===== config.mk =====
export PLATFORM = sky130hd
export DESIGN_NAME = multichannel_peak_meter_with_release
export DESIGN_NICKNAME = d
export VERILOG_FILES = /design/src/rtl/pmr_pkg.sv /design/src/rtl/pmr_mul.sv /design/src/rtl/pmr_slot_map.sv /design/src/rtl/pmr_level_mem.sv /design/src/rtl/multichannel_peak_meter_with_release.sv
export SDC_FILE = /design/constraint.sdc
export NUM_CORES = 2
export LEC_CHECK = 0
export BUFFER_PORTS_ARGS = -buffer_cell sky130_fd_sc_hd__buf_2
export CORE_UTILIZATION = 50
export CTS_BUF_LIST = sky130_fd_sc_hd__clkbuf_4 sky130_fd_sc_hd__clkbuf_8
export CTS_CLUSTER_DIAMETER = 60
export DETAILED_ROUTE_END_ITERATION = 6
export GPL_ROUTABILITY_DRIVEN = 0
export PLACE_DENSITY = 0.77
export SYNTH_ARGS = -nofsm -noshare
export SYNTH_HDL_FRONTEND = slang
export SYNTH_SLANG_ARGS = --single-unit

===== constraint.sdc =====
create_clock -name clk -period 15.2 [get_ports clk]
set_clock_uncertainty 0.15 [all_clocks]
set_input_delay 2.28 -clock clk [delete_from_list [all_inputs] [get_ports clk]]
set_output_delay 2.28 -clock clk [all_outputs]
set_load 0.005 [all_outputs]

===== src/rtl/pmr_pkg.sv =====
// -----------------------------------------------------------------------------
// pmr_pkg
// Types and constants shared by the peak meter modules.
// -----------------------------------------------------------------------------
`default_nettype none

package pmr_pkg;

  localparam int SAMPLE_BITS = 24;
  localparam int LEVEL_W     = 24;
  localparam int DECAY_W     = 25;
  localparam int FRAC_W      = 24;
  localparam int MASK_W      = 16;
  localparam int SLOT_W      = 4;
  localparam int PCH_W       = 5;
  localparam int CFG_IDX_W   = 2;
  localparam int CFG_DATA_W  = 25;

  localparam logic [DECAY_W-1:0] ONE_Q24     = 25'h1000000;
  localparam logic [DECAY_W-1:0] DECAY_RESET = 25'd16773412;
  localparam logic [LEVEL_W-1:0] FULL_SCALE  = 24'h800000;

  // input word layout
  localparam int IN_TDATA_W  = 40;
  localparam int IN_SLOT_LSB = 0;
  localparam int IN_SMP_LSB  = IN_SLOT_LSB + SLOT_W;
  localparam int IN_PCH_LSB  = IN_SMP_LSB + SAMPLE_BITS;

  // output word layout
  localparam int OUT_TDATA_W = 32;
  localparam int OUT_CH_LSB  = 0;
  localparam int OUT_LVL_LSB = OUT_CH_LSB + PCH_W;
  localparam int OUT_PAD_W   = OUT_TDATA_W - PCH_W - LEVEL_W;

  localparam logic [CFG_IDX_W-1:0] REG_ACTIVE_MASK = 2'd0;
  localparam logic [CFG_IDX_W-1:0] REG_DECAY       = 2'd1;

  localparam logic OP_SAMPLE = 1'b0;
  localparam logic OP_READ   = 1'b1;

  typedef enum logic [2:0] {
    S_IDLE,
    S_MAP,
    S_MUL1,
    S_MUL2,
    S_RD,
    S_RDOUT
  } state_t;

  typedef struct packed {
    logic rd_en;
    logic wr_en;
    logic clr;
  } lvl_ctl_t;

endpackage

`default_nettype wire


===== src/rtl/pmr_mul.sv =====
// -----------------------------------------------------------------------------
// pmr_mul
// Shared Q1.24 multiplier with registered, truncated product.
// -----------------------------------------------------------------------------
`default_nettype none

module pmr_mul (
  input  logic                        clk,
  input  logic                        en,
  input  logic [pmr_pkg::DECAY_W-1:0] a,
  input  logic [pmr_pkg::DECAY_W-1:0] b,
  output logic [pmr_pkg::DECAY_W-1:0] q
);
  import pmr_pkg::*;

  logic [2*DECAY_W-1:0] prod_r;

  always_ff @(posedge clk) begin
    if (en) begin
      prod_r <= {{DECAY_W{1'b0}}, a} * {{DECAY_W{1'b0}}, b};
    end
  end

  assign q = prod_r[FRAC_W +: DECAY_W];

endmodule

`default_nettype wire


===== src/rtl/pmr_slot_map.sv =====
// -----------------------------------------------------------------------------
// pmr_slot_map
// Map an active slot to the physical channel of the matching set mask bit.
// -----------------------------------------------------------------------------
`default_nettype none

module pmr_slot_map #(
  parameter int LIMIT = 16
) (
  input  logic [pmr_pkg::MASK_W-1:0] mask,
  input  logic [pmr_pkg::SLOT_W-1:0] slot,
  output logic                       hit,
  output logic [pmr_pkg::SLOT_W-1:0] ch
);
  import pmr_pkg::*;

  logic [MASK_W-1:0] match;

  always_comb begin
    for (int c = 0; c < MASK_W; c++) begin
      match[c] = (c < LIMIT) && mask[c] &&
                 ($countones(mask & MASK_W'((1 << c) - 1)) == int'(slot));
    end
  end

  always_comb begin
    ch = '0;
    for (int c = 0; c < MASK_W; c++) begin
      if (match[c]) begin
        ch = SLOT_W'(c);
      end
    end
  end

  assign hit = |match;

endmodule

`default_nettype wire


===== src/rtl/pmr_level_mem.sv =====
// -----------------------------------------------------------------------------
// pmr_level_mem
// Per-channel level store with valid bits; unwritten entries read as zero.
// -----------------------------------------------------------------------------
`default_nettype none

module pmr_level_mem #(
  parameter int DEPTH = 16,
  parameter int AW    = 4
) (
  input  logic                        clk,
  input  logic                        rst_n,
  input  pmr_pkg::lvl_ctl_t           ctl,
  input  logic [AW-1:0]               rd_addr,
  input  logic [AW-1:0]               wr_addr,
  input  logic [pmr_pkg::LEVEL_W-1:0] wr_data,
  output logic [pmr_pkg::LEVEL_W-1:0] rd_data
);
  import pmr_pkg::*;

  logic [LEVEL_W-1:0] mem [DEPTH];
  logic [DEPTH-1:0]   vld_r;
  logic [LEVEL_W-1:0] rd_data_r;

  always_ff @(posedge clk) begin
    if (!rst_n) begin
      vld_r <= '0;
    end else if (ctl.clr) begin
      vld_r <= '0;
    end else if (ctl.wr_en) begin
      vld_r[wr_addr] <= 1'b1;
    end
  end

  always_ff @(posedge clk) begin
    if (ctl.wr_en) begin
      mem[wr_addr] <= wr_data;
    end
  end

  always_ff @(posedge clk) begin
    if (ctl.rd_en) begin
      rd_data_r <= vld_r[rd_addr] ? mem[rd_addr] : '0;
    end
  end

  assign rd_data = rd_data_r;

endmodule

`default_nettype wire


===== src/rtl/multichannel_peak_meter_with_release.sv =====
// Sample word: S_MAP, S_MUL1, and S_MUL2 when it closes a run, which registers the result;
// read word: S_RD, then S_RDOUT; inactive-slot word: S_MAP only, then back to S_IDLE.
// One word in flight; the shared multiplier runs for each mapped sample and again at run end.
// A result waiting at the output stalls the next result, and no word is accepted meanwhile.
// Synchronous reset clears levels, mask and run state, and loads the default release factor.
// -----------------------------------------------------------------------------
// multichannel_peak_meter_with_release
// Per-channel peak meter with exponential release and level read-back.
// -----------------------------------------------------------------------------
`default_nettype none

module multichannel_peak_meter_with_release #(
  parameter int MAX_CHANNELS = 16
) (
  input  logic                             clk,
  input  logic                             rst_n,
  input  logic                             in_tvalid,
  output logic                             in_tready,
  // [3:0] active_slot, [27:4] sample_value, [32:28] physical_channel
  input  logic [pmr_pkg::IN_TDATA_W-1:0]   in_tdata,
  // [0] operation
  input  logic                             in_tuser,
  input  logic                             in_tlast,
  output logic                             out_tvalid,
  input  logic                             out_tready,
  // [4:0] out_channel, [28:5] out_level
  output logic [pmr_pkg::OUT_TDATA_W-1:0]  out_tdata,
  // [0] out_is_update
  output logic                             out_tuser,
  input  logic                             cfg_we,
  input  logic [pmr_pkg::CFG_IDX_W-1:0]    cfg_idx,
  input  logic [pmr_pkg::CFG_DATA_W-1:0]   cfg_wdata
);
  import pmr_pkg::*;

  localparam int LVL_AW    = (MAX_CHANNELS > 1) ? $clog2(MAX_CHANNELS) : 1;
  localparam int MAP_LIMIT = (MAX_CHANNELS < MASK_W) ? MAX_CHANNELS : MASK_W;

  state_t state_r, state_nxt;

  logic [MASK_W-1:0]      mask_r, mask_nxt;
  logic [DECAY_W-1:0]     decay_r, decay_nxt;
  logic [LEVEL_W-1:0]     peak_r, peak_nxt;
  logic [DECAY_W-1:0]     run_decay_r, run_decay_nxt;
  logic                   started_r, started_nxt;
  logic [SLOT_W-1:0]      ch_r, ch_nxt;

  logic                   out_tvalid_r, out_tvalid_nxt;
  logic [PCH_W-1:0]       out_ch_r, out_ch_nxt;
  logic [LEVEL_W-1:0]     out_lvl_r, out_lvl_nxt;
  logic                   out_upd_r, out_upd_nxt;

  logic [SLOT_W-1:0]      slot_r;
  logic [SAMPLE_BITS-1:0] sample_r;
  logic                   last_r;
  logic [PCH_W-1:0]       pc_r;

  logic                   in_acc;
  logic                   out_free;
  logic                   map_hit;
  logic [SLOT_W-1:0]      map_ch;
  logic [LEVEL_W-1:0]     mag;
  logic [LEVEL_W-1:0]     base_peak;
  logic [LEVEL_W-1:0]     new_lvl;
  logic                   pc_in_range;

  logic                   mul_en;
  logic [DECAY_W-1:0]     mul_a, mul_b, mul_q;

  lvl_ctl_t               lvl_ctl;
  logic [LVL_AW-1:0]      lvl_rd_addr;
  logic [LEVEL_W-1:0]     lvl_rd_data;
  logic [LEVEL_W-1:0]     lvl_wr_data;

  pmr_slot_map #(.LIMIT(MAP_LIMIT)) u_map (
    .mask (mask_r),
    .slot (slot_r),
    .hit  (map_hit),
    .ch   (map_ch)
  );

  pmr_mul u_mul (
    .clk (clk),
    .en  (mul_en),
    .a   (mul_a),
    .b   (mul_b),
    .q   (mul_q)
  );

  pmr_level_mem #(.DEPTH(MAX_CHANNELS), .AW(LVL_AW)) u_mem (
    .clk     (clk),
    .rst_n   (rst_n),
    .ctl     (lvl_ctl),
    .rd_addr (lvl_rd_addr),
    .wr_addr (LVL_AW'(ch_r)),
    .wr_data (lvl_wr_data),
    .rd_data (lvl_rd_data)
  );

  assign in_tready   = (state_r == S_IDLE);
  assign in_acc      = in_tvalid && in_tready;
  assign out_free    = !out_tvalid_r || out_tready;
  assign mag         = sample_r[SAMPLE_BITS-1] ? (~sample_r + 1'b1) : sample_r;
  assign base_peak   = started_r ? peak_r : '0;
  assign new_lvl     = (peak_r > mul_q[LEVEL_W-1:0]) ? peak_r : mul_q[LEVEL_W-1:0];
  assign pc_in_range = (int'(pc_r) < MAX_CHANNELS);

  always_ff @(posedge clk) begin
    if (in_acc) begin
      slot_r   <= in_tdata[IN_SLOT_LSB +: SLOT_W];
      sample_r <= in_tdata[IN_SMP_LSB +: SAMPLE_BITS];
      pc_r     <= in_tdata[IN_PCH_LSB +: PCH_W];
      last_r   <= in_tlast;
    end
  end

  always_ff @(posedge clk) begin
    if (!rst_n) begin
      state_r      <= S_IDLE;
      mask_r       <= '0;
      decay_r      <= DECAY_RESET;
      peak_r       <= '0;
      run_decay_r  <= ONE_Q24;
      started_r    <= 1'b0;
      out_tvalid_r <= 1'b0;
    end else begin
      state_r      <= state_nxt;
      mask_r       <= mask_nxt;
      decay_r      <= decay_nxt;
      peak_r       <= peak_nxt;
      run_decay_r  <= run_decay_nxt;
      started_r    <= started_nxt;
      out_tvalid_r <= out_tvalid_nxt;
    end
  end

  always_ff @(posedge clk) begin
    ch_r      <= ch_nxt;
    out_ch_r  <= out_ch_nxt;
    out_lvl_r <= out_lvl_nxt;
    out_upd_r <= out_upd_nxt;
  end

  always_comb begin
    state_nxt      = state_r;
    mask_nxt       = mask_r;
    decay_nxt      = decay_r;
    peak_nxt       = peak_r;
    run_decay_nxt  = run_decay_r;
    started_nxt    = started_r;
    ch_nxt         = ch_r;
    out_tvalid_nxt = out_tvalid_r && !out_tready;
    out_ch_nxt     = out_ch_r;
    out_lvl_nxt    = out_lvl_r;
    out_upd_nxt    = out_upd_r;
    mul_en         = 1'b0;
    mul_a          = run_decay_r;
    mul_b          = decay_r;
    lvl_ctl        = '0;
    lvl_rd_addr    = LVL_AW'(map_ch);
    lvl_wr_data    = new_lvl;

    case (state_r)
      S_IDLE: begin
        if (in_acc) begin
          state_nxt = (in_tuser == OP_READ) ? S_RD : S_MAP;
        end
      end
      S_MAP: begin
        if (!map_hit) begin
          state_nxt = S_IDLE;
        end else begin
          peak_nxt      = (mag > base_peak) ? mag : base_peak;
          started_nxt   = 1'b1;
          mul_en        = 1'b1;
          mul_a         = started_r ? run_decay_r : ONE_Q24;
          mul_b         = decay_r;
          lvl_ctl.rd_en = 1'b1;
          ch_nxt        = map_ch;
          state_nxt     = S_MUL1;
        end
      end
      S_MUL1: begin
        run_decay_nxt = mul_q;
        if (last_r) begin
          mul_en    = 1'b1;
          mul_a     = DECAY_W'(lvl_rd_data);
          mul_b     = mul_q;
          state_nxt = S_MUL2;
        end else begin
          state_nxt = S_IDLE;
        end
      end
      S_MUL2: begin
        if (out_free) begin
          lvl_ctl.wr_en  = 1'b1;
          out_tvalid_nxt = 1'b1;
          out_ch_nxt     = PCH_W'(ch_r);
          out_lvl_nxt    = new_lvl;
          out_upd_nxt    = 1'b1;
          peak_nxt       = '0;
          run_decay_nxt  = ONE_Q24;
          started_nxt    = 1'b0;
          state_nxt      = S_IDLE;
        end
      end
      S_RD: begin
        lvl_ctl.rd_en = 1'b1;
        lvl_rd_addr   = LVL_AW'(pc_r);
        state_nxt     = S_RDOUT;
      end
      S_RDOUT: begin
        if (out_free) begin
          out_tvalid_nxt = 1'b1;
          out_ch_nxt     = pc_r;
          out_lvl_nxt    = pc_in_range ? lvl_rd_data : '0;
          out_upd_nxt    = 1'b0;
          state_nxt      = S_IDLE;
        end
      end
      default: begin
        state_nxt = S_IDLE;
      end
    endcase

    if (cfg_we) begin
      case (cfg_idx)
        REG_ACTIVE_MASK: begin
          mask_nxt      = cfg_wdata[MASK_W-1:0];
          lvl_ctl.clr   = 1'b1;
          peak_nxt      = '0;
          run_decay_nxt = ONE_Q24;
          started_nxt   = 1'b0;
        end
        REG_DECAY: begin
          decay_nxt = (cfg_wdata > ONE_Q24) ? ONE_Q24 : cfg_wdata;
        end
        default: begin
        end
      endcase
    end
  end

  assign out_tvalid = out_tvalid_r;
  assign out_tdata  = {{OUT_PAD_W{1'b0}}, out_lvl_r, out_ch_r};
  assign out_tuser  = out_upd_r;

endmodule

`default_nettype wire


==> flow_metrics.env <==
export IMPL_area_delta_synth_final_pct=8.51
export IMPL_fmax_mhz=67.5
export IMPL_multi_input_area_sq_um=26800
export IMPL_core_area_sq_um=93500
export IMPL_start_util_pct=50.6
export IMPL_start_kind="register"
export IMPL_cp_arrival_ns=15.03
export IMPL_clk_pin_slew_ns=0.06
export IMPL_drc_errors=0
export IMPL_post_drt_wl_per_cell_um=23.4
export IMPL_worstSetupPathType="register to register"
export IMPL_synth_seq_cells=612
export IMPL_fillers=7748
export IMPL_fp_dieH_um=310
export IMPL_vias=34197
export IMPL_viasPerCell=5.97
export IMPL_slew_limit_headroom_pct=19.4
export IMPL_grt_use_total_pct=28.6
export IMPL_hold_viol=0
export IMPL_holdBufCountCts=0
export IMPL_portBuffers=98
export IMPL_critPathMostFrequentCell="fa_1"
export IMPL_antenna_found_initial=10
export IMPL_async_flop_share_pct=0
export IMPL_ioPinCount=109
export IMPL_tns_ns=0
export IMPL_dp_slack_ns=0.873
export IMPL_firstDrtPassIters=6
export IMPL_cts_resized=0
export IMPL_drive_gt1_share_pct=12.4
export IMPL_rsz0062_at_grt="no"
export IMPL_cp_end_kind="register"
export IMPL_grt_max_degree=67
export IMPL_powerDensity_nw_per_um2=73.0
export IMPL_ys_seq_area_share_pct=36.5
export IMPL_die_w_um=310
export IMPL_cts_root_buf="clkbuf_8"
export IMPL_status="finished clean"
export IMPL_final_cell_mix="inv_1, fa_1, edfxtp_1"
export IMPL_finalNetCount=5265
export IMPL_wirelength_um=134000
export IMPL_fin_hold_ws_ns=0.322
export IMPL_critPathSlowestCell="a31oi_4"
export IMPL_cts_buffer_depth=3
export IMPL_rrSetupSlack_ns=0.39
export IMPL_htreeDepth=3
export IMPL_regArea_sq_um=17300
export IMPL_synth_edff_count=501
export IMPL_rows=112
export IMPL_cpPeakStageDelay_ns=0.77
export IMPL_synth_distinct_cells=88
export IMPL_drt_iter0_drc=4221
export IMPL_cts_tree="done"
export IMPL_leakagePower_uw=0.0215
export IMPL_die_area_sq_um=95800
export IMPL_final_common_cell="inv_1"
export IMPL_dominantRegCellSynth="edfxtp_1"
export IMPL_ant_nets=0
export IMPL_slew_viol_final=0
export IMPL_max_cap_viol_count=0
export IMPL_insertion_delay_ns=0.70
export IMPL_yosysWarnings=0
export IMPL_hp_class="register to register"
export IMPL_fin_crit_sh_pct=97.5
export IMPL_required_ns=15.41
export IMPL_setup_viol=0
export IMPL_clock_sinks=612
export IMPL_grt_pass1_vias=34551
export IMPL_postSynthCellCount=4314
export IMPL_synth_area_sq_um=47300
export IMPL_postSynthAreaPerCell_sq_um=11.0
export IMPL_place_hpwl_um=96600
export IMPL_worst_pin_slew_ns=1.21
export IMPL_grt_pass1_wl_um=204000
export IMPL_vdd_drop_max_mv=0.115
export IMPL_finalWorstSetupSlack_ns=0.386
export IMPL_postCtsSetupRepairBufs=0
export IMPL_period_needed_ns=14.81
export IMPL_worstPathMaxFanout=30
export IMPL_cts_buffers=92
export IMPL_grt_overflow=0
==> final timing paths <==
check	depth (start not counted)	to	from
worst max-delay path	45	u_mul.prod_r[48]	mask_r[0]
worst min-delay path	2	run_decay_r[24]	run_decay_r[24]
worst max register to register	45	u_mul.prod_r[48]	mask_r[0]
worst min register to register	2	run_decay_r[24]	run_decay_r[24]
==> registers in the layout, indices dropped and copies added, names as in the netlist, 16 cells and up <==
signal	flops
u_mul.prod_r	25
mask_r	16
decay_r	25
out_lvl_r	24
u_mem.vld_r	16
u_mem.mem	384
sample_r	24
u_mem.rd_data	24
peak_r	24
run_decay_r	25
==> per-stage QoR <==
stage / total power [uW] / cells / util [%] / area (sq um)
2_1_floorplan: 2240 / 4316 / - / 47300
3_3_place_gp: 2380 / 5556 / 52.9 / 49400
3_5_place_dp: 2400 / 5556 / 52.9 / 49400
4_1_cts: 3750 / 5729 / 54.9 / 51300
5_1_grt: 3870 / 5730 / 54.9 / 51300
6_report: 3750 / 5731 / 54.9 / 51300
==> metal layers <==
metal / up-vias / global-route usage, % / wire (um)
li1: 14498 / - / -
met2: 2175 / 44.4 / 60900
met5: - / 0 / 64
met4: 4 / 14.9 / 8020
met1: 17049 / 37.5 / 48500
met3: 471 / 6.50 / 16400
==> Yosys cell counts, drive strengths merged (17+ instances only) <==
library cell,instances,share of area (%)
inv,671,5.3
xor2,39,0.72
nand4,22,0.29
nor2,448,3.6
buf,80,0.97
nor3,24,0.26
a21oi,130,1.4
a22oi,106,1.7
a21boi,22,0.35
fa,543,23
nand2b,26,0.34
a21o,67,1.1
and2,17,0.23
xnor2,67,1.3
edfxtp,501,32
dfxtp,111,4.7
clkbuf,137,1.1
mux4,96,4.6
a22o,22,0.41
nor2b,31,0.41
o21ai,106,1.1
o21a,19,0.30
nand3,67,0.72
a31oi,34,0.48
ha,252,6.7
a211oi,32,0.74
nand2,502,4.0
==> cell type report <==
class	instances	share of cell area (%)
Antenna cell	2	0.00975
Clock buffer	130	3.05
Clock inverter	43	0.639
Inverter	671	4.91
Multi-Input combinational cell	2816	52.2
Sequential cell	612	33.6
Tap cell	1254	3.06
Timing Repair Buffer	203	2.52
==> kinds of logic after synthesis <==
family                     synth area share (%)
muxes                                      4.83
other                                   0.00793
adders and majority gates                  29.6
AOI/OAI and AO/OA                          8.78
DFF                                        36.5
and+or+nand+nor                            10.9
buffers and inverters                      7.39
xor gates and xnor gates                   1.98
==> critical path, delay by kind of cell (launching register included) <==
family	cells	cell delay [ns]
AO/OA/AOI/OAI	11	4.22
XOR/XNOR	2	0.56
adder cells (fa/ha/maj)	15	6.96
buffers and inverters	10	1.01
flip-flops	1	0.37
AND/OR/NAND/NOR	7	1.18
==> power breakdown <==
part	internal [uW]	switching, uW	leakage, uW
combinational	199	318	0.0151
clock	727	648	0.00100
sequential	1820	31.7	0.00543
No activity file was read; power rests on OpenSTA's default activity.
